## src/sv/gse_pkg.sv

```systemverilog
// Shared constants and types for the graded safety escalation block.
package gse_pkg;

    localparam int unsigned TIME_W   = 31;
    localparam int unsigned STAMP_W  = 32;
    localparam int unsigned PERIOD_W = 16;
    localparam int unsigned SEV_W    = 2;
    localparam int unsigned LEVEL_W  = 2;
    localparam int unsigned COUNT_W  = 32;
    localparam int unsigned CFG_IDX_W  = 2;
    localparam int unsigned CFG_DATA_W = 2;

    // period multiple that marks a prolonged condition
    localparam int unsigned PERIOD_FACTOR = 5;
    localparam int unsigned LIMIT_W       = PERIOD_W + 3;

    localparam logic [STAMP_W-1:0] NOT_YET   = '1;
    localparam logic [COUNT_W-1:0] COUNT_MAX = '1;

    // configuration register indexes
    localparam logic [CFG_IDX_W-1:0] CFG_COMM_ACTION_EN   = 2'd0;
    localparam logic [CFG_IDX_W-1:0] CFG_TIMING_ACTION_EN = 2'd1;
    localparam logic [CFG_IDX_W-1:0] CFG_MIN_TIMING_SEV   = 2'd2;

    localparam logic [SEV_W-1:0] MIN_SEV_RESET = 2'd2;

    // requested level codes
    localparam logic [LEVEL_W-1:0] LEVEL_NONE      = 2'd0;
    localparam logic [LEVEL_W-1:0] LEVEL_REQUEST   = 2'd1;
    localparam logic [LEVEL_W-1:0] LEVEL_PROLONGED = 2'd2;

    typedef logic [STAMP_W-1:0] t_stamp;

endpackage

```

## src/sv/graded_safety_escalation_top.sv

```systemverilog
// Graded safety escalation: request grading, first-event timestamps, request counter.
// Pipeline: an accepted word passes from the input register through the compute stage
//   into the result register, which it enters once that register is empty or draining.
// Throughput: one word per cycle while the output is not stalled; the compute stage
//   updates all tracking state in the same edge that loads the result register, so back-to-back words see it.
// Reset (synchronous, active low): timestamps go to -1, the streak flag and the counter
//   to zero, config to comm/timing action off and minimum severity 2; no words held.
module graded_safety_escalation_top
    import gse_pkg::*;
(
    input  logic                   i_clk,
    input  logic                   i_rst_n,

    input  logic                   i_cfg_we,
    input  logic [CFG_IDX_W-1:0]   i_cfg_index,
    input  logic [CFG_DATA_W-1:0]  i_cfg_data,

    input  logic                   i_in_valid,
    output logic                   o_in_stall,
    input  logic [TIME_W-1:0]      i_time_ms,
    input  logic                   i_det_alarm,
    input  logic                   i_sample_fresh,
    input  logic                   i_timing_alarm,
    input  logic [SEV_W-1:0]       i_timing_severity,
    input  logic [PERIOD_W-1:0]    i_task_period,
    input  logic [TIME_W-1:0]      i_execution_age_ms,

    output logic                   o_out_valid,
    input  logic                   i_out_stall,
    output logic                   o_comm_alarm,
    output logic                   o_comm_request,
    output logic                   o_timing_req,
    output logic [LEVEL_W-1:0]     o_requested_level,
    output logic [COUNT_W-1:0]     o_request_count,
    output logic signed [STAMP_W-1:0] o_first_alarm_time,
    output logic signed [STAMP_W-1:0] o_first_comm_alarm_time,
    output logic signed [STAMP_W-1:0] o_first_comm_request_time,
    output logic signed [STAMP_W-1:0] o_first_timing_req_time,
    output logic signed [STAMP_W-1:0] o_first_request_time
);

    // ---------------------------------------------------------------------
    // Configuration registers
    // ---------------------------------------------------------------------
    logic             r_comm_en;
    logic             r_timing_en;
    logic [SEV_W-1:0] r_min_sev;

    always_ff @(posedge i_clk) begin
        if (!i_rst_n) begin
            r_comm_en   <= 1'b0;
            r_timing_en <= 1'b0;
            r_min_sev   <= MIN_SEV_RESET;
        end else if (i_cfg_we) begin
            case (i_cfg_index)
                CFG_COMM_ACTION_EN:   r_comm_en   <= i_cfg_data[0];
                CFG_TIMING_ACTION_EN: r_timing_en <= i_cfg_data[0];
                CFG_MIN_TIMING_SEV:   r_min_sev   <= i_cfg_data[SEV_W-1:0];
                default: ;  // index outside the register list: drop the write
            endcase
        end
    end

    // ---------------------------------------------------------------------
    // Handshake: the input register moves into the result register whenever
    // the result register is empty or being drained this cycle.
    // ---------------------------------------------------------------------
    logic r_in_valid;
    logic r_out_valid;
    logic out_free;
    logic advance;
    logic accept;

    assign out_free   = !r_out_valid || !i_out_stall;
    assign advance    = r_in_valid && out_free;
    assign o_in_stall = r_in_valid && !out_free;
    assign accept     = i_in_valid && !o_in_stall;

    always_ff @(posedge i_clk) begin
        if (!i_rst_n) begin
            r_in_valid  <= 1'b0;
            r_out_valid <= 1'b0;
        end else begin
            if (accept)
                r_in_valid <= 1'b1;
            else if (advance)
                r_in_valid <= 1'b0;
            if (advance)
                r_out_valid <= 1'b1;
            else if (!i_out_stall)
                r_out_valid <= 1'b0;
        end
    end

    // ---------------------------------------------------------------------
    // Input register (payload, no reset)
    // ---------------------------------------------------------------------
    logic [TIME_W-1:0]   r_time;
    logic                r_det;
    logic                r_fresh;
    logic                r_t_alarm;
    logic [SEV_W-1:0]    r_sev;
    logic [PERIOD_W-1:0] r_period;
    logic [TIME_W-1:0]   r_age;

    always_ff @(posedge i_clk) begin
        if (accept) begin
            r_time    <= i_time_ms;
            r_det     <= i_det_alarm;
            r_fresh   <= i_sample_fresh;
            r_t_alarm <= i_timing_alarm;
            r_sev     <= i_timing_severity;
            r_period  <= i_task_period;
            r_age     <= i_execution_age_ms;
        end
    end

    // ---------------------------------------------------------------------
    // Tracking state. A timestamp's sign bit set means "not yet".
    // ---------------------------------------------------------------------
    logic               r_streak_on;
    logic [TIME_W-1:0]  r_streak_start;
    t_stamp             r_first_alarm;
    t_stamp             r_first_comm_alarm;
    t_stamp             r_first_comm_req;
    t_stamp             r_first_timing_req;
    t_stamp             r_first_req;
    logic [COUNT_W-1:0] r_count;

    // ---------------------------------------------------------------------
    // Compute stage
    // ---------------------------------------------------------------------
    logic               comm_alarm;
    logic               comm_req;
    logic               timing_req;
    logic [LIMIT_W-1:0] limit;
    logic [TIME_W-1:0]  streak_base;
    logic [STAMP_W-1:0] elapsed;
    logic               prolonged;
    logic [LEVEL_W-1:0] level;
    t_stamp             now_stamp;

    logic               n_streak_on;
    logic [TIME_W-1:0]  n_streak_start;
    t_stamp             n_first_alarm;
    t_stamp             n_first_comm_alarm;
    t_stamp             n_first_comm_req;
    t_stamp             n_first_timing_req;
    t_stamp             n_first_req;
    logic [COUNT_W-1:0] n_count;

    always_comb begin
        now_stamp  = {1'b0, r_time};
        comm_alarm = r_det && !r_fresh;
        comm_req   = r_comm_en && comm_alarm;
        timing_req = r_timing_en && r_t_alarm && (r_sev >= r_min_sev);

        // five periods: 4*p + p
        limit = {1'b0, r_period, 2'b00} + {3'b000, r_period};

        // a fresh streak starts at this tick, so it measures zero elapsed time
        streak_base    = r_streak_on ? r_streak_start : r_time;
        n_streak_on    = comm_alarm;
        n_streak_start = streak_base;

        // signed difference; a negative span (time going back) is never prolonged
        elapsed   = {1'b0, r_time} - {1'b0, streak_base};
        prolonged = (comm_req && !elapsed[STAMP_W-1] &&
                     (elapsed[TIME_W-1:0] >= {{(TIME_W-LIMIT_W){1'b0}}, limit})) ||
                    (timing_req && (r_age >= {{(TIME_W-LIMIT_W){1'b0}}, limit}));

        if (prolonged)
            level = LEVEL_PROLONGED;
        else if (comm_req || timing_req)
            level = LEVEL_REQUEST;
        else
            level = LEVEL_NONE;

        // latch first occurrences
        n_first_alarm      = (r_det && r_first_alarm[STAMP_W-1]) ? now_stamp : r_first_alarm;
        n_first_comm_alarm = (comm_alarm && r_first_comm_alarm[STAMP_W-1]) ?
                             now_stamp : r_first_comm_alarm;
        n_first_comm_req   = (comm_req && r_first_comm_req[STAMP_W-1]) ?
                             now_stamp : r_first_comm_req;
        n_first_timing_req = (timing_req && r_first_timing_req[STAMP_W-1]) ?
                             now_stamp : r_first_timing_req;
        n_first_req        = ((level != LEVEL_NONE) && r_first_req[STAMP_W-1]) ?
                             now_stamp : r_first_req;

        // saturate the request counter
        n_count = r_count;
        if ((level != LEVEL_NONE) && (r_count != COUNT_MAX))
            n_count = r_count + 1'b1;
    end

    always_ff @(posedge i_clk) begin
        if (!i_rst_n) begin
            r_streak_on        <= 1'b0;
            r_first_alarm      <= NOT_YET;
            r_first_comm_alarm <= NOT_YET;
            r_first_comm_req   <= NOT_YET;
            r_first_timing_req <= NOT_YET;
            r_first_req        <= NOT_YET;
            r_count            <= '0;
        end else if (advance) begin
            r_streak_on        <= n_streak_on;
            r_first_alarm      <= n_first_alarm;
            r_first_comm_alarm <= n_first_comm_alarm;
            r_first_comm_req   <= n_first_comm_req;
            r_first_timing_req <= n_first_timing_req;
            r_first_req        <= n_first_req;
            r_count            <= n_count;
        end
    end

    // streak start is only read while the streak flag is set
    always_ff @(posedge i_clk) begin
        if (advance)
            r_streak_start <= n_streak_start;
    end

    // ---------------------------------------------------------------------
    // Result register (payload, no reset)
    // ---------------------------------------------------------------------
    always_ff @(posedge i_clk) begin
        if (advance) begin
            o_comm_alarm              <= comm_alarm;
            o_comm_request            <= comm_req;
            o_timing_req              <= timing_req;
            o_requested_level         <= level;
            o_request_count           <= n_count;
            o_first_alarm_time        <= n_first_alarm;
            o_first_comm_alarm_time   <= n_first_comm_alarm;
            o_first_comm_request_time <= n_first_comm_req;
            o_first_timing_req_time   <= n_first_timing_req;
            o_first_request_time      <= n_first_req;
        end
    end

    assign o_out_valid = r_out_valid;

    // ---------------------------------------------------------------------
    // Assertions
    // ---------------------------------------------------------------------
    a_prolonged_needs_request: assert property (@(posedge i_clk) disable iff (!i_rst_n)
        o_out_valid && (o_requested_level == LEVEL_PROLONGED)
            |-> (o_comm_request || o_timing_req))
        else $error("prolonged level without a request");

    a_request_stamped: assert property (@(posedge i_clk) disable iff (!i_rst_n)
        o_out_valid && (o_requested_level != LEVEL_NONE)
            |-> (!o_first_request_time[STAMP_W-1] && (o_request_count != '0)))
        else $error("request word without first-request stamp or count");

    a_first_req_implies_count: assert property (@(posedge i_clk) disable iff (!i_rst_n)
        !r_first_req[STAMP_W-1] |-> (r_count != '0))
        else $error("first request latched but counter is zero");

    a_stamp_sticky: assert property (@(posedge i_clk) disable iff (!i_rst_n)
        !r_first_alarm[STAMP_W-1] |=> (r_first_alarm == $past(r_first_alarm)))
        else $error("first alarm stamp changed after latching");

    a_drain_never_stalls_input: assert property (@(posedge i_clk) disable iff (!i_rst_n)
        !i_out_stall |-> !o_in_stall)
        else $error("input stalled while output drains");

endmodule
```

## config.mk

```make
export PLATFORM = sky130hd
export DESIGN_NAME = graded_safety_escalation_top
export DESIGN_NICKNAME = d
export VERILOG_FILES = /design/src/sv/gse_pkg.sv /design/src/sv/graded_safety_escalation_top.sv
export SDC_FILE = /design/constraint.sdc
export NUM_CORES = 1
export LEC_CHECK = 0
export ABC_AREA = 1
export CAP_MARGIN = 15
export CORE_MARGIN = 2
export CORE_UTILIZATION = 60
export DETAILED_ROUTE_END_ITERATION = 10
export DONT_BUFFER_PORTS = 1
export PLACE_DENSITY_LB_ADDON = 0.25
export SYNTH_ARGS = -nofsm -noshare
export SYNTH_HDL_FRONTEND = slang
export SYNTH_SLANG_ARGS = --single-unit
```

## constraint.sdc

```tcl
create_clock -name i_clk -period 11.9 [get_ports i_clk]
set_clock_uncertainty 0.05 [all_clocks]
set_input_delay 0 -clock i_clk [delete_from_list [all_inputs] [get_ports i_clk]]
set_output_delay 0 -clock i_clk [all_outputs]
set_load 0.05 [all_outputs]
```

# Word level (Yosys, flattened, before mapping)
# Index checks and enable logic that the tools add are counted.
# totals
ff_bits	510
input_bits	92
# classes
add_sub_neg	3
n_lt_le_gt_ge	3
n_eq_ne	4
muxes	13
n_reduce_logical	31
# ops
op	n
32-bit two-way mux	6
31-bit by 19-bit greater-or-equal comparator with 1-bit output	2
32-bit by 1-bit adder with 32-bit output (second input constant)	1
32-bit != test (second input constant)	1
31-bit by 31-bit subtractor with 32-bit output	1
31-bit two-way mux	1
18-bit by 16-bit adder with 19-bit output	1
1-bit logical AND	16
1-bit zero test	6
2-bit AND reduction	3
1-bit two-way mux	5
2-bit nonzero test	2
1-bit logical OR	3
2-bit by 1-bit equality test with 1-bit output (second input constant)	1
2-bit equality test (second input constant)	1
2-bit greater-or-equal comparator	1
2-bit zero test	1
2-bit two-way mux	1
2-bit by 1-bit != test with 1-bit output (second input constant)	1

# Depth between registers and ports, before layout
# Gate-level depths: netlist of the first run.
# depth
depth_word	10
depth_mapped	27

# Worst setup path after synthesis of the first run
# Ideal clock, no wire load.
# synth_timing
path_kind	register to register
start	register r_out_valid (netlist: o_out_valid)
end	register o_comm_alarm, enable pin
setup_time_ps	682
arrival_time_ps	7366
path_slack_ps	3802
stages_incl_launch_ff	5
path_buffers	1
synth_period_minus_slack_ps	8098
path_cell_list	dfxtp_1 > nand2_1 > inv_1 > nor2_1 > clkbuf_1
# synth_via
elab_chain_cells	3
# synth_rtl
item	line	text
from (decl)	graded_safety_escalation_top.sv:69	logic r_out_valid;
from (signal assigned)	graded_safety_escalation_top.sv:82	r_out_valid <= 1'b0;
from (signal assigned)	graded_safety_escalation_top.sv:89	r_out_valid <= 1'b1;
from (signal assigned)	graded_safety_escalation_top.sv:91	r_out_valid <= 1'b0;
1-bit zero test	graded_safety_escalation_top.sv:74	assign out_free = !r_out_valid || !i_out_stall;
1-bit logical OR	graded_safety_escalation_top.sv:74	
1-bit logical AND	graded_safety_escalation_top.sv:75	assign advance = r_in_valid && out_free;
named net advance	graded_safety_escalation_top.sv:71	logic advance;
to (signal assigned)	graded_safety_escalation_top.sv:227	o_comm_alarm <= comm_alarm;
to (decl)	graded_safety_escalation_top.sv:30	output logic o_comm_alarm,
# The timed path passes the listed nets, and every way through them passes these cells.
# A chain may end at the register's enable or synchronous reset.

# Worst setup path after layout of the first run
# layout_timing
start	register r_period[0]
end	register o_requested_level[0] (data pin)
# layout_via
elab_chain_cells	5
word_cells_on_any_way	7
cone_classes	add/sub: 1; order compare: 2; mux: 1; reduce/logical: 3
# layout_rtl
item	line	text
from (decl)	graded_safety_escalation_top.sv:103	logic [PERIOD_W-1:0] r_period;
from (signal assigned)	graded_safety_escalation_top.sv:113	r_period <= i_task_period;
18-bit by 16-bit adder with 19-bit output *	graded_safety_escalation_top.sv:159	limit = {1'b0, r_period, 2'b00} + {3'b000, r_period};
31-bit by 19-bit greater-or-equal comparator with 1-bit output, on equally long branches	graded_safety_escalation_top.sv:169, graded_safety_escalation_top.sv:170	
1-bit logical AND, on equally long branches	graded_safety_escalation_top.sv:168, graded_safety_escalation_top.sv:170	
1-bit logical OR *	graded_safety_escalation_top.sv:169	(elapsed[TIME_W-1:0] >= {{(TIME_W-LIMIT_W){1'b0}}, limit})) ||
2-bit two-way mux *	graded_safety_escalation_top.sv:172	if (prolonged)
named net level[0]	graded_safety_escalation_top.sv:140	logic [LEVEL_W-1:0] level;
to (signal assigned)	graded_safety_escalation_top.sv:230	o_requested_level <= level;
to (decl)	graded_safety_escalation_top.sv:33	output logic [LEVEL_W-1:0] o_requested_level,
# The timed path passes the listed nets; every way through them passes the cells marked *.

==> flow_summary.html, run 1 <==
<table>
<tr><th>Metric</th><th>Value</th></tr>
<tr><th colspan="2">Logic synthesis</th></tr>
<tr><td>Combinational family with the most area after synthesis</td><td>simple AND/OR/NAND/NOR gates</td></tr>
<tr><td>Yosys Warn Count</td><td>0</td></tr>
<tr><td>Number of library cell types mapped by synthesis</td><td>43</td></tr>
<tr><td>Synthesized netlist cell count</td><td>2,576</td></tr>
<tr><td>Share of synthesized flip-flops with an asynchronous set or reset</td><td>0%</td></tr>
<tr><td>Complex-gate fraction of the synthesized area</td><td>between 10 and 15%</td></tr>
<tr><td>Synthesized-area fraction occupied by and/or/nand/nor cells</td><td>18.6%</td></tr>
<tr><td>Syn_nets</td><td>2,756</td></tr>
<tr><td>Area share of fa/ha/maj cells after synthesis</td><td>about 4.8%</td></tr>
<tr><td>Number of enable-type register cells in the synthesized netlist</td><td>311</td></tr>
<tr><td>Proportion of synthesized chip area in sequential cells</td><td>between 50 and 60%</td></tr>
<tr><td>Post-synthesis instance area</td><td>about 23,000 µm²</td></tr>
<tr><td>Number of synthesized register bits</td><td>510</td></tr>
<tr><td>Xor/xnor share of the synthesized area</td><td>2.23%</td></tr>
<tr><td>Average cell area after synthesis</td><td>between 8 and 9 µm²</td></tr>
<tr><td>Mux contribution to synthesized area</td><td>0%</td></tr>
<tr><td>Most used flip-flop cell after synthesis</td><td>sky130_fd_sc_hd__edfxtp_1</td></tr>
<tr><th colspan="2">Pwr</th></tr>
<tr><td>Overall power after layout</td><td>4.45 mW</td></tr>
<tr><td>Power density normalized to cell area</td><td>~160 nW/µm²</td></tr>
<tr><td>Worst vdd rail ir drop</td><td>135 µV</td></tr>
<tr><td>Leakage</td><td>11.8 nW</td></tr>
<tr><th colspan="2">Finish</th></tr>
<tr><td>Area growth syn-to-layout</td><td>17.0%</td></tr>
<tr><td>Number of filler cells placed in the layout</td><td>2,805</td></tr>
<tr><td>Most used cells in the layout excluding fill and tap cells</td><td>sky130_fd_sc_hd__nand2_1 (791), sky130_fd_sc_hd__edfxtp_1 (311), sky130_fd_sc_hd__inv_1 (292), sky130_fd_sc_hd__o21ai_0 (223), sky130_fd_sc_hd__a21oi_1 (215)</td></tr>
<tr><td>Proportion of layout cells with a drive suffix above 1</td><td>between 4 and 5%</td></tr>
<tr><td>Most frequent standard cell in the layout excluding fill and tap cells</td><td>sky130_fd_sc_hd__nand2_1</td></tr>
<tr><td>Storage cell area</td><td>~13,000 µm²</td></tr>
<tr><td>Multi-input combinational cell area</td><td>8330 µm²</td></tr>
<tr><td>Layout Nets</td><td>2,901</td></tr>
<tr><th colspan="2">Status</th></tr>
<tr><td>Outcome</td><td>finished clean</td></tr>
<tr><th colspan="2">Drt</th></tr>
<tr><td>Overall via count from detail_route</td><td>18,200</td></tr>
<tr><td>WL/cell</td><td>between 15 and 20 µm</td></tr>
<tr><td>Number of DRC markers in iteration 0</td><td>1,547</td></tr>
<tr><td>DRT Pass-1 Iters</td><td>6</td></tr>
<tr><td>Per-cell via count in the routed design</td><td>5.56</td></tr>
<tr><td>Routed Antenna Nets</td><td>0</td></tr>
<tr><td>DRC violation count after routing</td><td>0</td></tr>
<tr><td>Final wirelength</td><td>60,100 µm</td></tr>
<tr><th colspan="2">GRT</th></tr>
<tr><td>Wire length of the first global-routing pass</td><td>94,200 µm</td></tr>
<tr><td>Global-route usage over all layers</td><td>approximately 30%</td></tr>
<tr><td>Vias in the first global route</td><td>~18,000</td></tr>
<tr><td>Antenna violations before repair</td><td>2</td></tr>
<tr><td>Leftover overflow at the end of global routing</td><td>0</td></tr>
<tr><td>Pin count of the biggest net entering global routing</td><td>approximately 120</td></tr>
<tr><th colspan="2">STA</th></tr>
<tr><td>Hold Slack</td><td>0.122 ns</td></tr>
<tr><td>Actual slew at the worst max-slew pin</td><td>1.09 ns</td></tr>
<tr><td>Worst relative slew slack</td><td>27.2%</td></tr>
<tr><td>Final Slew Violations</td><td>0</td></tr>
<tr><td>TNS Setup</td><td>0 ns</td></tr>
<tr><td>Hold Vio Cnt, Final</td><td>0</td></tr>
<tr><td>Final Critical Period</td><td>about 4.2 ns</td></tr>
<tr><td>Final setup viols</td><td>0</td></tr>
<tr><td>Period utilisation layout</td><td>35.3%</td></tr>
<tr><td>Upper clock frequency limit</td><td>238 MHz</td></tr>
<tr><td>Unrepaired setup endpoints after global routing</td><td>false</td></tr>
<tr><th colspan="2">Clock network</th></tr>
<tr><td>Clock-pin slew reported for the worst setup and hold paths after clock tree synthesis</td><td>roughly 0.070 ns</td></tr>
<tr><td>Clock sinks</td><td>510</td></tr>
<tr><td>CTS tree</td><td>done</td></tr>
<tr><td>Clock Latency Late Sink</td><td>0.61 ns</td></tr>
<tr><td>Level count of the clock H-tree</td><td>2</td></tr>
<tr><td>Number of gates resized after cts</td><td>0</td></tr>
<tr><td>Clock root buffer master</td><td>sky130_fd_sc_hd__clkbuf_16</td></tr>
<tr><td>Maximum buffer depth of the clock tree</td><td>3</td></tr>
<tr><td>Post-CTS setup-driven buffer insertion count</td><td>0</td></tr>
<tr><td>CTS Hold Bufs</td><td>approximately 180</td></tr>
<tr><td>CTS buffer count</td><td>50</td></tr>
<tr><th colspan="2">Floorplanning</th></tr>
<tr><td>Rows</td><td>71</td></tr>
<tr><td>DIE AREA</td><td>40,200 µm²</td></tr>
<tr><td>Chip Height</td><td>200 µm</td></tr>
<tr><td>Core Area</td><td>37,800 µm²</td></tr>
<tr><td>DIE WIDTH</td><td>200 µm</td></tr>
<tr><td>Top-level port count</td><td>291</td></tr>
<tr><td>Initial Util</td><td>61.2%</td></tr>
<tr><th colspan="2">Critical path</th></tr>
<tr><td>Kind of critical path</td><td>reg -&gt; reg</td></tr>
<tr><td>Maximum fanout along the worst path</td><td>3</td></tr>
<tr><td>Arr. time, crit path</td><td>4.51 ns</td></tr>
<tr><td>Critical path launch point type</td><td>flip-flop</td></tr>
<tr><td>Worst EP required</td><td>12.21 ns</td></tr>
<tr><td>Critical Path Sink Type</td><td>flip-flop</td></tr>
<tr><th colspan="2">Flow run</th></tr>
<tr><td>Max_cap viols</td><td>0</td></tr>
<tr><th colspan="2">Min path</th></tr>
<tr><td>Type of the tightest min-delay check</td><td>in -&gt; reg</td></tr>
<tr><th colspan="2">Placement</th></tr>
<tr><td>Count of buffers inserted at the top-level ports</td><td>0</td></tr>
<tr><td>Total half-perimeter wirelength after legalization and detailed placement</td><td>39,600 µm</td></tr>
<tr><td>GP Congestion</td><td>just over 0.9</td></tr>
</table>
[final cells by class]
cell class | instances | share of cell area [%]
Sequential cell | 510 | 49.2
Multi-Input combinational cell | 1665 | 30.7
Timing Repair Buffer | 193 | 7.21
Clock buffer | 58 | 4.81
Inverter | 301 | 4.20
Tap cell | 511 | 2.36
Clock inverter | 36 | 1.51
Antenna cell | 1 | 0.00923
[Yosys cell counts (all sizes together) (2+ instances only)]
master / count / area [µm²]
a21oi: 215 / 1080
a31oi: 2 / 12.5
and2: 2 / 12.5
buf: 21 / 93.8
clkbuf: 79 / 297
dfxtp: 199 / 3980
edfxtp: 311 / 9340
fa: 2 / 40.0
ha: 86 / 1080
inv: 301 / 1130
nand2: 802 / 3030
nand3: 76 / 403
nand3b: 2 / 18.8
nand4: 16 / 106
nor2: 114 / 443
nor3: 26 / 194
nor4: 14 / 93.8
o211ai: 4 / 30.0
o21ai: 235 / 1180
o21bai: 6 / 45.0
xnor2: 12 / 105
xor2: 46 / 410
[through the flow]
stage / instances / utilization, % / cell area (µm²) / setup slack, ns
after floorplan: 2576 / - / 23200 / 3.80
after global placement: 2996 / 62.1 / 23500 / 8.06
after detailed placement: 2996 / 62.1 / 23500 / 7.89
after CTS: 3272 / 71.5 / 27000 / 7.89
after global routing: 3275 / 71.6 / 27100 / 7.50
final: 3275 / 71.6 / 27100 / 7.70
[logic make-up after synthesis]
| kind of cell | Yosys count |
|---|---|
| xor gates and xnor gates | 58 |
| AOI/OAI and AO/OA | 465 |
| DFF | 510 |
| and+or+nand+nor | 1054 |
| adders and majority gates | 88 |
| buffers and inverters | 401 |
[power breakdown]
part / switching [mW] / internal [mW] / leakage, nW / total [mW]
registers: 0.182 / 2.01 / 4.50 / 2.19
clock network: 0.700 / 0.946 / 0.818 / 1.65
logic: 0.394 / 0.219 / 6.48 / 0.613
total: 1.28 / 3.17 / 11.8 / 4.45
[worst max-delay path: stages (launching register included)]
cell and delay, ns:
sky130_fd_sc_hd__edfxtp_1 0.45, sky130_fd_sc_hd__ha_1 0.25, sky130_fd_sc_hd__fa_1 0.41, sky130_fd_sc_hd__nand3_1 0.09, sky130_fd_sc_hd__nand2_1 0.10, sky130_fd_sc_hd__nand2_1 0.09, sky130_fd_sc_hd__o211ai_1 0.14, sky130_fd_sc_hd__a21oi_1 0.17
sky130_fd_sc_hd__o21bai_1 0.10, sky130_fd_sc_hd__a21boi_1 0.22, sky130_fd_sc_hd__o21ai_0 0.17, sky130_fd_sc_hd__xnor2_1 0.21, sky130_fd_sc_hd__ha_1 0.37, sky130_fd_sc_hd__inv_1 0.06, sky130_fd_sc_hd__nor4_1 0.22, sky130_fd_sc_hd__nand3b_1 0.12
sky130_fd_sc_hd__nor4_1 0.32, sky130_fd_sc_hd__nor3_1 0.09, sky130_fd_sc_hd__nand2_1 0.09, sky130_fd_sc_hd__nand2_1 0.05, sky130_fd_sc_hd__nand2_1 0.10, sky130_fd_sc_hd__nor2_1 0.05
[per-layer routing]
layer  wire length (µm)  vias up  GRT usage [%]
li1                   -     8766              -
met1              24900     8566           39.0
met2              28400      741           48.7
met3               4380      150           5.55
met4               2430        0           11.7
met5                  0        -              0
[path summary, 6_finish.rpt]
kind                                                           from                             endpoint  slack [ns]  cells after the start
worst max-delay path                          r_period[0]$_DFFE_PP_       o_requested_level[0]$_DFFE_PP_        7.70                     21
worst min-delay path                                     i_in_valid              r_in_valid$_SDFFE_PN0P_        0.12                      3
worst min register to register  r_first_timing_req[24]$_SDFFE_PN1P_  r_first_timing_req[24]$_SDFFE_PN1P_        0.42                      2
worst max register to register                r_period[0]$_DFFE_PP_       o_requested_level[0]$_DFFE_PP_        7.70                     21
Note: power is estimated with default switching activity, not from simulation.
==> inputs of run 2 (changes only) <==
--- a/config.mk
+++ b/config.mk
@@ -8,7 +8,7 @@
 export ABC_AREA = 1
 export CAP_MARGIN = 15
 export CORE_MARGIN = 2
-export CORE_UTILIZATION = 60
+export CORE_UTILIZATION = 58
 export DETAILED_ROUTE_END_ITERATION = 10
 export DONT_BUFFER_PORTS = 1
 export PLACE_DENSITY_LB_ADDON = 0.25
==> constraint.sdc (replaced) <==
create_clock -name i_clk -period 3.4 [get_ports i_clk]
set_clock_uncertainty 0.05 [all_clocks]
set_input_delay 0 -clock i_clk [delete_from_list [all_inputs] [get_ports i_clk]]
set_output_delay 0 -clock i_clk [all_outputs]
set_load 0.05 [all_outputs]
==> flow_summary.html, run 2 (synthesis gave the netlist of run 1 again) <==
<table>
<tr><th>Metric</th><th>Value</th></tr>
<tr><th colspan="2">Floorplanning</th></tr>
<tr><td>Top-level port count</td><td>291 (unchanged)</td></tr>
<tr><td>Initial Util</td><td>58.5% (-2.6 points)</td></tr>
<tr><td>DIE AREA</td><td>41,500 µm² (+3.4%)</td></tr>
<tr><td>Core Area</td><td>39,500 µm² (+4.5%)</td></tr>
<tr><td>Chip Height</td><td>204 µm (+1.7%)</td></tr>
<tr><td>DIE WIDTH</td><td>204 µm (+1.7%)</td></tr>
<tr><td>Rows</td><td>73 (+2.8%)</td></tr>
<tr><th colspan="2">Status</th></tr>
<tr><td>Outcome</td><td>complete, but fails checks</td></tr>
<tr><td>Failing checks</td><td>negative setup slack</td></tr>
<tr><th colspan="2">Critical path</th></tr>
<tr><td>Critical Path Sink Type</td><td>flip-flop</td></tr>
<tr><td>Worst stage delay on the critical path</td><td>0.48 ns (+0.03 ns)</td></tr>
<tr><td>Kind of critical path</td><td>reg -&gt; reg</td></tr>
<tr><td>Worst EP required</td><td>3.70 ns (-8.51 ns)</td></tr>
<tr><td>List of cells traversed by the critical path</td><td>buf_6 &gt; fa_2 &gt; nand3_2 &gt; nand2_2 &gt; nand2_2 &gt; o211ai_1 &gt; a21oi_1 &gt; o21bai_1 &gt; a21boi_2 &gt; buf_4 &gt; xor2_4 &gt; buf_4 &gt; ha_1 &gt; nand2_2 &gt; nor2_1 &gt; nand4_1 &gt; nor4_2 &gt; nor3_1 &gt; nand2_1 &gt; nand2_1 &gt; nand2_2 &gt; nor2_1</td></tr>
<tr><td>Library cell appearing most often on the critical path</td><td>sky130_fd_sc_hd__nand2_2</td></tr>
<tr><td>Arr. time, crit path</td><td>4.18 ns (-0.33 ns)</td></tr>
<tr><td>Maximum fanout along the worst path</td><td>3 (unchanged)</td></tr>
<tr><td>Critical path launch point type</td><td>flip-flop</td></tr>
<tr><td>Cell with the largest stage delay on the worst path</td><td>sky130_fd_sc_hd__edfxtp_1</td></tr>
<tr><th colspan="2">Drt</th></tr>
<tr><td>Number of DRC markers in iteration 0</td><td>1,696 (+9.6%)</td></tr>
<tr><td>WL/cell</td><td>18.8 µm (+2.4%)</td></tr>
<tr><td>Routed Antenna Nets</td><td>0 (unchanged)</td></tr>
<tr><td>DRT Pass-1 Iters</td><td>6 (unchanged)</td></tr>
<tr><td>Overall via count from detail_route</td><td>19,000 (+4.2%)</td></tr>
<tr><td>DRC violation count after routing</td><td>0 (unchanged)</td></tr>
<tr><td>Per-cell via count in the routed design</td><td>5.59 (+0.48%)</td></tr>
<tr><td>Final wirelength</td><td>63,800 µm (+6.2%)</td></tr>
<tr><th colspan="2">Finish</th></tr>
<tr><td>Number of filler cells placed in the layout</td><td>2,787 (-0.64%)</td></tr>
<tr><td>Storage cell area</td><td>13,300 µm² (about the same)</td></tr>
<tr><td>Proportion of layout cells with a drive suffix above 1</td><td>9.79% (+5.1 points)</td></tr>
<tr><td>Multi-input combinational cell area</td><td>8600 µm² (+3.3%)</td></tr>
<tr><td>Most frequent standard cell in the layout excluding fill and tap cells</td><td>sky130_fd_sc_hd__nand2_1</td></tr>
<tr><td>Most used cells in the layout excluding fill and tap cells</td><td>sky130_fd_sc_hd__nand2_1 (783), sky130_fd_sc_hd__edfxtp_1 (311), sky130_fd_sc_hd__inv_1 (291), sky130_fd_sc_hd__o21ai_0 (209), sky130_fd_sc_hd__a21oi_1 (207)</td></tr>
<tr><td>Layout Nets</td><td>3,010 (+3.8%)</td></tr>
<tr><td>Area growth syn-to-layout</td><td>21.3%</td></tr>
<tr><td>Share of the core filled with cells</td><td>71.0% (-0.62 points)</td></tr>
<tr><th colspan="2">STA</th></tr>
<tr><td>Final Slew Violations</td><td>0 (unchanged)</td></tr>
<tr><td>Actual slew at the worst max-slew pin</td><td>1.09 ns (+0.00289 ns)</td></tr>
<tr><td>Final Critical Period</td><td>3.88 ns (-0.320 ns)</td></tr>
<tr><td>Unrepaired setup endpoints after global routing</td><td>true</td></tr>
<tr><td>Setup ws final</td><td>-0.483 ns (-8.18 ns)</td></tr>
<tr><td>Worst relative slew slack</td><td>26.8% (-0.45 points)</td></tr>
<tr><td>Final setup viols</td><td>2 (+2)</td></tr>
<tr><td>Upper clock frequency limit</td><td>258 MHz (+8.3%)</td></tr>
<tr><td>Period utilisation layout</td><td>114% (+79 points)</td></tr>
<tr><td>Hold Vio Cnt, Final</td><td>0 (unchanged)</td></tr>
<tr><th colspan="2">Pwr</th></tr>
<tr><td>Power density normalized to cell area</td><td>550 nW/µm² (+240%)</td></tr>
<tr><td>Leakage</td><td>12.3 nW (+4.3%)</td></tr>
<tr><td>Overall power after layout</td><td>15.5 mW (+250%)</td></tr>
<tr><td>Worst vdd rail ir drop</td><td>466 µV (+250%)</td></tr>
<tr><th colspan="2">GRT</th></tr>
<tr><td>Antenna violations before repair</td><td>2 (unchanged)</td></tr>
<tr><td>Global-route usage over all layers</td><td>29.8% (+0.23 points)</td></tr>
<tr><td>Vias in the first global route</td><td>18,100 (+3.4%)</td></tr>
<tr><td>Pin count of the biggest net entering global routing</td><td>208 (+70%)</td></tr>
<tr><td>Wire length of the first global-routing pass</td><td>96,800 µm (+2.8%)</td></tr>
<tr><td>Leftover overflow at the end of global routing</td><td>0 (unchanged)</td></tr>
<tr><th colspan="2">Clock network</th></tr>
<tr><td>Maximum buffer depth of the clock tree</td><td>3 (unchanged)</td></tr>
<tr><td>CTS buffer count</td><td>49 (-2.0%)</td></tr>
<tr><td>Clock sinks</td><td>510 (unchanged)</td></tr>
<tr><td>Level count of the clock H-tree</td><td>2 (unchanged)</td></tr>
<tr><td>CTS tree</td><td>done</td></tr>
<tr><td>Clock-pin slew reported for the worst setup and hold paths after clock tree synthesis</td><td>0.06 ns (about the same)</td></tr>
<tr><td>Clock root buffer master</td><td>sky130_fd_sc_hd__clkbuf_16</td></tr>
<tr><td>Clock Latency Late Sink</td><td>0.60 ns (about the same)</td></tr>
<tr><th colspan="2">Placement</th></tr>
<tr><td>Pre-CTS WS</td><td>-0.288 ns (-8.18 ns)</td></tr>
<tr><td>GP Congestion</td><td>0.945 (+1.1%)</td></tr>
<tr><td>Count of buffers inserted at the top-level ports</td><td>0 (unchanged)</td></tr>
<tr><td>Total half-perimeter wirelength after legalization and detailed placement</td><td>40,600 µm (+2.6%)</td></tr>
<tr><th colspan="2">Min path</th></tr>
<tr><td>Type of the tightest min-delay check</td><td>in -&gt; reg</td></tr>
<tr><th colspan="2">Flow run</th></tr>
<tr><td>Max_cap viols</td><td>0 (unchanged)</td></tr>
</table>
## run 2: changes by cell type in the layout (fill, tap and decap cells not counted), sizes merged
cell and change:
buf +112, bufinv -5, clkbuf +10, clkinv -1
clkinvlp -5, diode +1, dlygate4sd3 -2, inv -2
## run 2: worst paths after layout
| kind | start | to | slack (ns) | cells after the start |
|---|---|---|---|---|
| worst max register to register | r_period[3]$_DFFE_PP_ | o_requested_level[0]$_DFFE_PP_ | -0.48 | 22 |
| worst min register to register | r_first_timing_req[9]$_SDFFE_PN1P_ | r_first_timing_req[9]$_SDFFE_PN1P_ | 0.42 | 2 |
| worst max-delay path | r_period[3]$_DFFE_PP_ | o_requested_level[0]$_DFFE_PP_ | -0.48 | 22 |
| worst min-delay path | i_time_ms[0] | r_time[0]$_DFFE_PP_ | 0.02 | 1 |
## run 2: power by group
part,switching (mW),leakage (nW),internal (mW)
combinational,1.52,7.05,0.990
clock,2.36,0.752,2.93
sequential,0.640,4.50,7.02
total,4.52,12.3,10.9
## run 2: cell type report
| type | count | area share (%) |
|---|---|---|
| diodes | 2 | 0.0178 |
| clock buffers | 68 | 4.77 |
| clock inverters | 23 | 0.731 |
| inverters | 301 | 4.06 |
| multi-input cells | 1665 | 30.6 |
| flip-flops and latches | 510 | 47.5 |
| well taps | 525 | 2.34 |
| repair buffers | 303 | 9.98 |
## run 2: critical path, delay by kind of cell (launching register included)
family | cells | cell delay (ns)
and+or+nand+nor | 12 | 1.20
adders and majority gates | 2 | 0.72
AOI/OAI and AO/OA | 4 | 0.64
DFF | 1 | 0.48
buffers and inverters | 3 | 0.48
xor gates and xnor gates | 1 | 0.07
## run 2: timing repair
| action | 4_1_cts | 5_1_grt |
|---|---|---|
| pin swaps | 7 | 23 |
| gates cloned | 0 | 0 |
| hold buffers | 180 | 0 |
| hold endpoints to repair | 183 | 0 |
| setup endpoints to repair | 2 | 2 |
| buffers inserted | 4 | 6 |
| gates resized for setup | 14 | 49 |
## run 2: through the flow
step | setup TNS (ns) | hold WS (ns) | cells | area, µm²
5_1_grt | -1.03 | 0.0117 | 3396 | 28100
6_report | -0.842 | 0.0199 | 3397 | 28100
3_3_place_gp | -0.267 | 0.0315 | 3114 | 24400
4_1_cts | -0.253 | 0.00450 | 3389 | 27800
3_5_place_dp | -0.484 | 0.0363 | 3114 | 24400
2_1_floorplan | 0 | 0.0489 | 2576 | 23200
## run 2: routing by layer
metal | track usage (%) | share of wire, % | wire, µm | up-vias
met1 | 39.0 | 41 | 26000 | 8999
li1 | - | - | - | 8995
met3 | 4.22 | 6.9 | 4380 | 171
met5 | 0 | 0 | 0 | -
met2 | 50.1 | 48 | 30600 | 827
met4 | 12.1 | 4.4 | 2840 | 0
==> inputs of run 3 (changes only) <==
--- a/config.mk
+++ b/config.mk
@@ -12,6 +12,7 @@
 export DETAILED_ROUTE_END_ITERATION = 10
 export DONT_BUFFER_PORTS = 1
 export PLACE_DENSITY_LB_ADDON = 0.25
+export SETUP_SLACK_MARGIN = 0.05
 export SYNTH_ARGS = -nofsm -noshare
 export SYNTH_HDL_FRONTEND = slang
 export SYNTH_SLANG_ARGS = --single-unit
==> flow_summary.html, run 3 (synthesis gave the netlist of run 1 again) <==
<table>
<tr><th>Metric</th><th>Value</th></tr>
<tr><th colspan="2">STA</th></tr>
<tr><td>Unrepaired setup endpoints after global routing</td><td>true</td></tr>
<tr><td>Final Critical Period</td><td>3.99 ns (+0.106 ns)</td></tr>
<tr><td>Period utilisation layout</td><td>117% (+3.1 points)</td></tr>
<tr><td>Hold Vio Cnt, Final</td><td>0 (unchanged)</td></tr>
<tr><td>Final Slew Violations</td><td>0 (unchanged)</td></tr>
<tr><td>Actual slew at the worst max-slew pin</td><td>1.15 ns (+0.0571 ns)</td></tr>
<tr><td>Final setup viols</td><td>2 (unchanged)</td></tr>
<tr><td>Worst relative slew slack</td><td>23.2% (-3.6 points)</td></tr>
<tr><td>Setup ws final</td><td>-0.588 ns (-0.106 ns)</td></tr>
<tr><td>Upper clock frequency limit</td><td>251 MHz (-2.6%)</td></tr>
<tr><td>Hold Slack</td><td>0.0636 ns (+0.0437 ns)</td></tr>
<tr><th colspan="2">Critical path</th></tr>
<tr><td>Critical Path Sink Type</td><td>flip-flop</td></tr>
<tr><td>Worst stage delay on the critical path</td><td>0.54 ns (+0.06 ns)</td></tr>
<tr><td>Library cell appearing most often on the critical path</td><td>sky130_fd_sc_hd__nand2_1</td></tr>
<tr><td>Kind of critical path</td><td>reg -&gt; reg</td></tr>
<tr><td>Worst r2r src</td><td>r_period[7]$_DFFE_PP_</td></tr>
<tr><td>Arr. time, crit path</td><td>4.29 ns (+0.11 ns)</td></tr>
<tr><td>Worst EP required</td><td>3.70 ns (about the same)</td></tr>
<tr><td>Critical path launch point type</td><td>flip-flop</td></tr>
<tr><td>Cell with the largest stage delay on the worst path</td><td>sky130_fd_sc_hd__edfxtp_1</td></tr>
<tr><td>Maximum fanout along the worst path</td><td>4 (+1)</td></tr>
<tr><td>List of cells traversed by the critical path</td><td>ha_4 &gt; nand2_1 &gt; nor3_2 &gt; nand2_2 &gt; o211ai_1 &gt; a21oi_1 &gt; o21bai_2 &gt; a21boi_2 &gt; o21ai_2 &gt; nand3_1 &gt; ha_1 &gt; nand2_1 &gt; buf_4 &gt; nor4_2 &gt; a21oi_2 &gt; nand2_1 &gt; nand2_1 &gt; nand2_2 &gt; nor2_1</td></tr>
<tr><td>Critical Path Start</td><td>r_period[7]$_DFFE_PP_</td></tr>
<tr><th colspan="2">Placement</th></tr>
<tr><td>Total half-perimeter wirelength after legalization and detailed placement</td><td>40,900 µm (+0.70%)</td></tr>
<tr><td>GP Congestion</td><td>0.916 (-3.0%)</td></tr>
<tr><td>Placed cell areas</td><td>24,600 µm² (+1.1%)</td></tr>
<tr><td>Count of buffers inserted at the top-level ports</td><td>0 (unchanged)</td></tr>
<tr><th colspan="2">Pwr</th></tr>
<tr><td>Reported net switching power</td><td>4.63 mW (+2.6%)</td></tr>
<tr><td>Part of the power in the clock network</td><td>35.6% (+1.4 points)</td></tr>
<tr><td>Switching part of the total power</td><td>28.9% (-0.31 points)</td></tr>
<tr><td>Flop pwr share</td><td>47.8% (-1.8 points)</td></tr>
<tr><td>Internal power contribution</td><td>11.4 mW (+4.2%)</td></tr>
<tr><td>Leakage</td><td>12.6 nW (+2.8%)</td></tr>
<tr><td>Worst vdd rail ir drop</td><td>490 µV (+5.3%)</td></tr>
<tr><td>Share of total power in combinational logic</td><td>16.6% (+0.4 points)</td></tr>
<tr><td>Power density normalized to cell area</td><td>557 nW/µm² (+1.2%)</td></tr>
<tr><th colspan="2">Floorplanning</th></tr>
<tr><td>Chip Height</td><td>204 µm (unchanged)</td></tr>
<tr><td>Initial Util</td><td>58.5% (unchanged)</td></tr>
<tr><td>Rows</td><td>73 (unchanged)</td></tr>
<tr><td>Core Area</td><td>39,500 µm² (unchanged)</td></tr>
<tr><td>Top-level port count</td><td>291 (unchanged)</td></tr>
<tr><td>DIE AREA</td><td>41,500 µm² (unchanged)</td></tr>
<tr><td>DIE WIDTH</td><td>204 µm (unchanged)</td></tr>
<tr><th colspan="2">Clock network</th></tr>
<tr><td>CTS tree</td><td>done</td></tr>
<tr><td>Clock-pin slew reported for the worst setup and hold paths after clock tree synthesis</td><td>0.07 ns (about the same)</td></tr>
<tr><td>Clock Latency Late Sink</td><td>0.61 ns (about the same)</td></tr>
<tr><td>Clock root buffer master</td><td>sky130_fd_sc_hd__clkbuf_16</td></tr>
<tr><td>CTS buffer count</td><td>50 (+2.0%)</td></tr>
<tr><td>Level count of the clock H-tree</td><td>2 (unchanged)</td></tr>
<tr><td>Maximum buffer depth of the clock tree</td><td>3 (unchanged)</td></tr>
<tr><td>Clock sinks</td><td>510 (unchanged)</td></tr>
<tr><th colspan="2">Finish</th></tr>
<tr><td>Cell area after layout</td><td>28,800 µm² (+2.5%)</td></tr>
<tr><td>Storage cell area</td><td>13,300 µm² (about the same)</td></tr>
<tr><td>Multi-input combinational cell area</td><td>8760 µm² (+1.9%)</td></tr>
<tr><td>Most used cells in the layout excluding fill and tap cells</td><td>sky130_fd_sc_hd__nand2_1 (775), sky130_fd_sc_hd__edfxtp_1 (311), sky130_fd_sc_hd__inv_1 (289), sky130_fd_sc_hd__o21ai_0 (205), sky130_fd_sc_hd__a21oi_1 (201)</td></tr>
<tr><td>Layout Nets</td><td>3,055 (+1.5%)</td></tr>
<tr><td>Area growth syn-to-layout</td><td>24.3%</td></tr>
<tr><td>Most frequent standard cell in the layout excluding fill and tap cells</td><td>sky130_fd_sc_hd__nand2_1</td></tr>
<tr><td>Number of filler cells placed in the layout</td><td>2,739 (-1.7%)</td></tr>
<tr><td>Proportion of layout cells with a drive suffix above 1</td><td>12.6% (+2.9 points)</td></tr>
<tr><th colspan="2">GRT</th></tr>
<tr><td>Leftover overflow at the end of global routing</td><td>0 (unchanged)</td></tr>
<tr><td>Pin count of the biggest net entering global routing</td><td>103 (-50%)</td></tr>
<tr><td>Antenna violations before repair</td><td>2 (unchanged)</td></tr>
<tr><td>Global-route usage over all layers</td><td>29.6% (-0.22 points)</td></tr>
<tr><td>Wire length of the first global-routing pass</td><td>95,900 µm (-0.98%)</td></tr>
<tr><td>Vias in the first global route</td><td>17,900 (-1.2%)</td></tr>
<tr><th colspan="2">Drt</th></tr>
<tr><td>Number of DRC markers in iteration 0</td><td>1,528 (-9.9%)</td></tr>
<tr><td>WL/cell</td><td>18.6 µm (-0.86%)</td></tr>
<tr><td>Overall via count from detail_route</td><td>18,900 (-0.23%)</td></tr>
<tr><td>DRT Pass-1 Iters</td><td>5 (-1)</td></tr>
<tr><td>Routed Antenna Nets</td><td>0 (unchanged)</td></tr>
<tr><td>Per-cell via count in the routed design</td><td>5.50 (-1.6%)</td></tr>
<tr><td>DRC violation count after routing</td><td>0 (unchanged)</td></tr>
<tr><td>Final wirelength</td><td>64,200 µm (+0.51%)</td></tr>
<tr><th colspan="2">Status</th></tr>
<tr><td>Failing checks</td><td>negative setup slack</td></tr>
<tr><td>Outcome</td><td>complete, but fails checks</td></tr>
<tr><th colspan="2">Flow run</th></tr>
<tr><td>Max_cap viols</td><td>0 (unchanged)</td></tr>
<tr><th colspan="2">Min path</th></tr>
<tr><td>Worst min-delay path startpoint</td><td>i_time_ms[5]</td></tr>
<tr><td>Type of the tightest min-delay check</td><td>in -&gt; reg</td></tr>
</table>
## run 3: changes by cell type in the layout (fill, tap and decap cells not counted), sizes merged
cell	previous run	this run
clkbuf	68	73
clkinv	20	15
buf	124	167
bufinv	2	4
dlygate4sd3	179	180
inv	301	302
## run 3: per-layer routing
| metal | wire length [µm] | part of all wire, % | track usage [%] |
|---|---|---|---|
| met2 | 30500 | 47 | 49.4 |
| met5 | 7 | 0.011 | 0 |
| met1 | 26200 | 41 | 38.8 |
| met4 | 2850 | 4.4 | 10.6 |
| met3 | 4650 | 7.2 | 5.26 |
## run 3: repair_timing
| item | 4_1_cts | 5_1_grt |
|---|---|---|
| setup buffers | 12 | 9 |
| cloned | 1 | 0 |
| resized for setup | 59 | 50 |
| endpoints found under the hold margin | 182 | 0 |
| endpoints found under the setup margin | 2 | 2 |
| hold buffers | 181 | 0 |
| pin swaps | 31 | 32 |
## run 3: final cells by class
type | instances | share of cell area (%)
Inverter | 301 | 3.96
Antenna cell | 2 | 0.0174
Sequential cell | 510 | 46.3
Tap cell | 525 | 2.28
Clock inverter | 21 | 0.852
Multi-Input combinational cell | 1665 | 30.5
Timing Repair Buffer | 347 | 11.1
Clock buffer | 73 | 5.04
## run 3: per-stage QoR
stage	std cells	utilization (%)	setup WS (ns)	power, mW	setup TNS [ns]
detailed placement	3146	62.3	-0.234	9.95	-0.427
global placement	3146	62.3	-0.170	9.87	-0.329
global route	3443	72.7	-0.707	16.6	-1.24
floorplan	2576	-	0.0695	9.13	0
CTS	3434	71.9	-0.128	15.8	-0.132
finish	3444	72.8	-0.588	16.0	-1.02
## run 3: worst max-delay path, delay by kind of cell (launching register included)
kind | cells | cell delay [ns]
buffers and inverters | 1 | 0.18
adders and majority gates | 2 | 0.71
AOI/OAI and AO/OA | 6 | 0.89
DFF | 1 | 0.54
and+or+nand+nor | 10 | 1.38
## run 3: final timing paths
kind,end,slack (ns),depth (start not counted)
setup reg to reg,o_requested_level[0]$_DFFE_PP_,-0.59,19
hold / removal,r_time[5]$_DFFE_PP_,0.06,1
hold reg to reg,r_first_timing_req[24]$_SDFFE_PN1P_,0.42,2
setup / recovery,o_requested_level[0]$_DFFE_PP_,-0.59,19
## run 3: power by group through the flow
stage | combinational, mW | sequential [mW] | clock, mW
floorplan | 1.43 | 7.70 | 0
global placement | 2.11 | 7.76 | 0
detailed placement | 2.17 | 7.78 | 0
CTS | 2.46 | 7.65 | 5.74
global route | 2.92 | 7.69 | 6.00
finish | 2.66 | 7.66 | 5.71
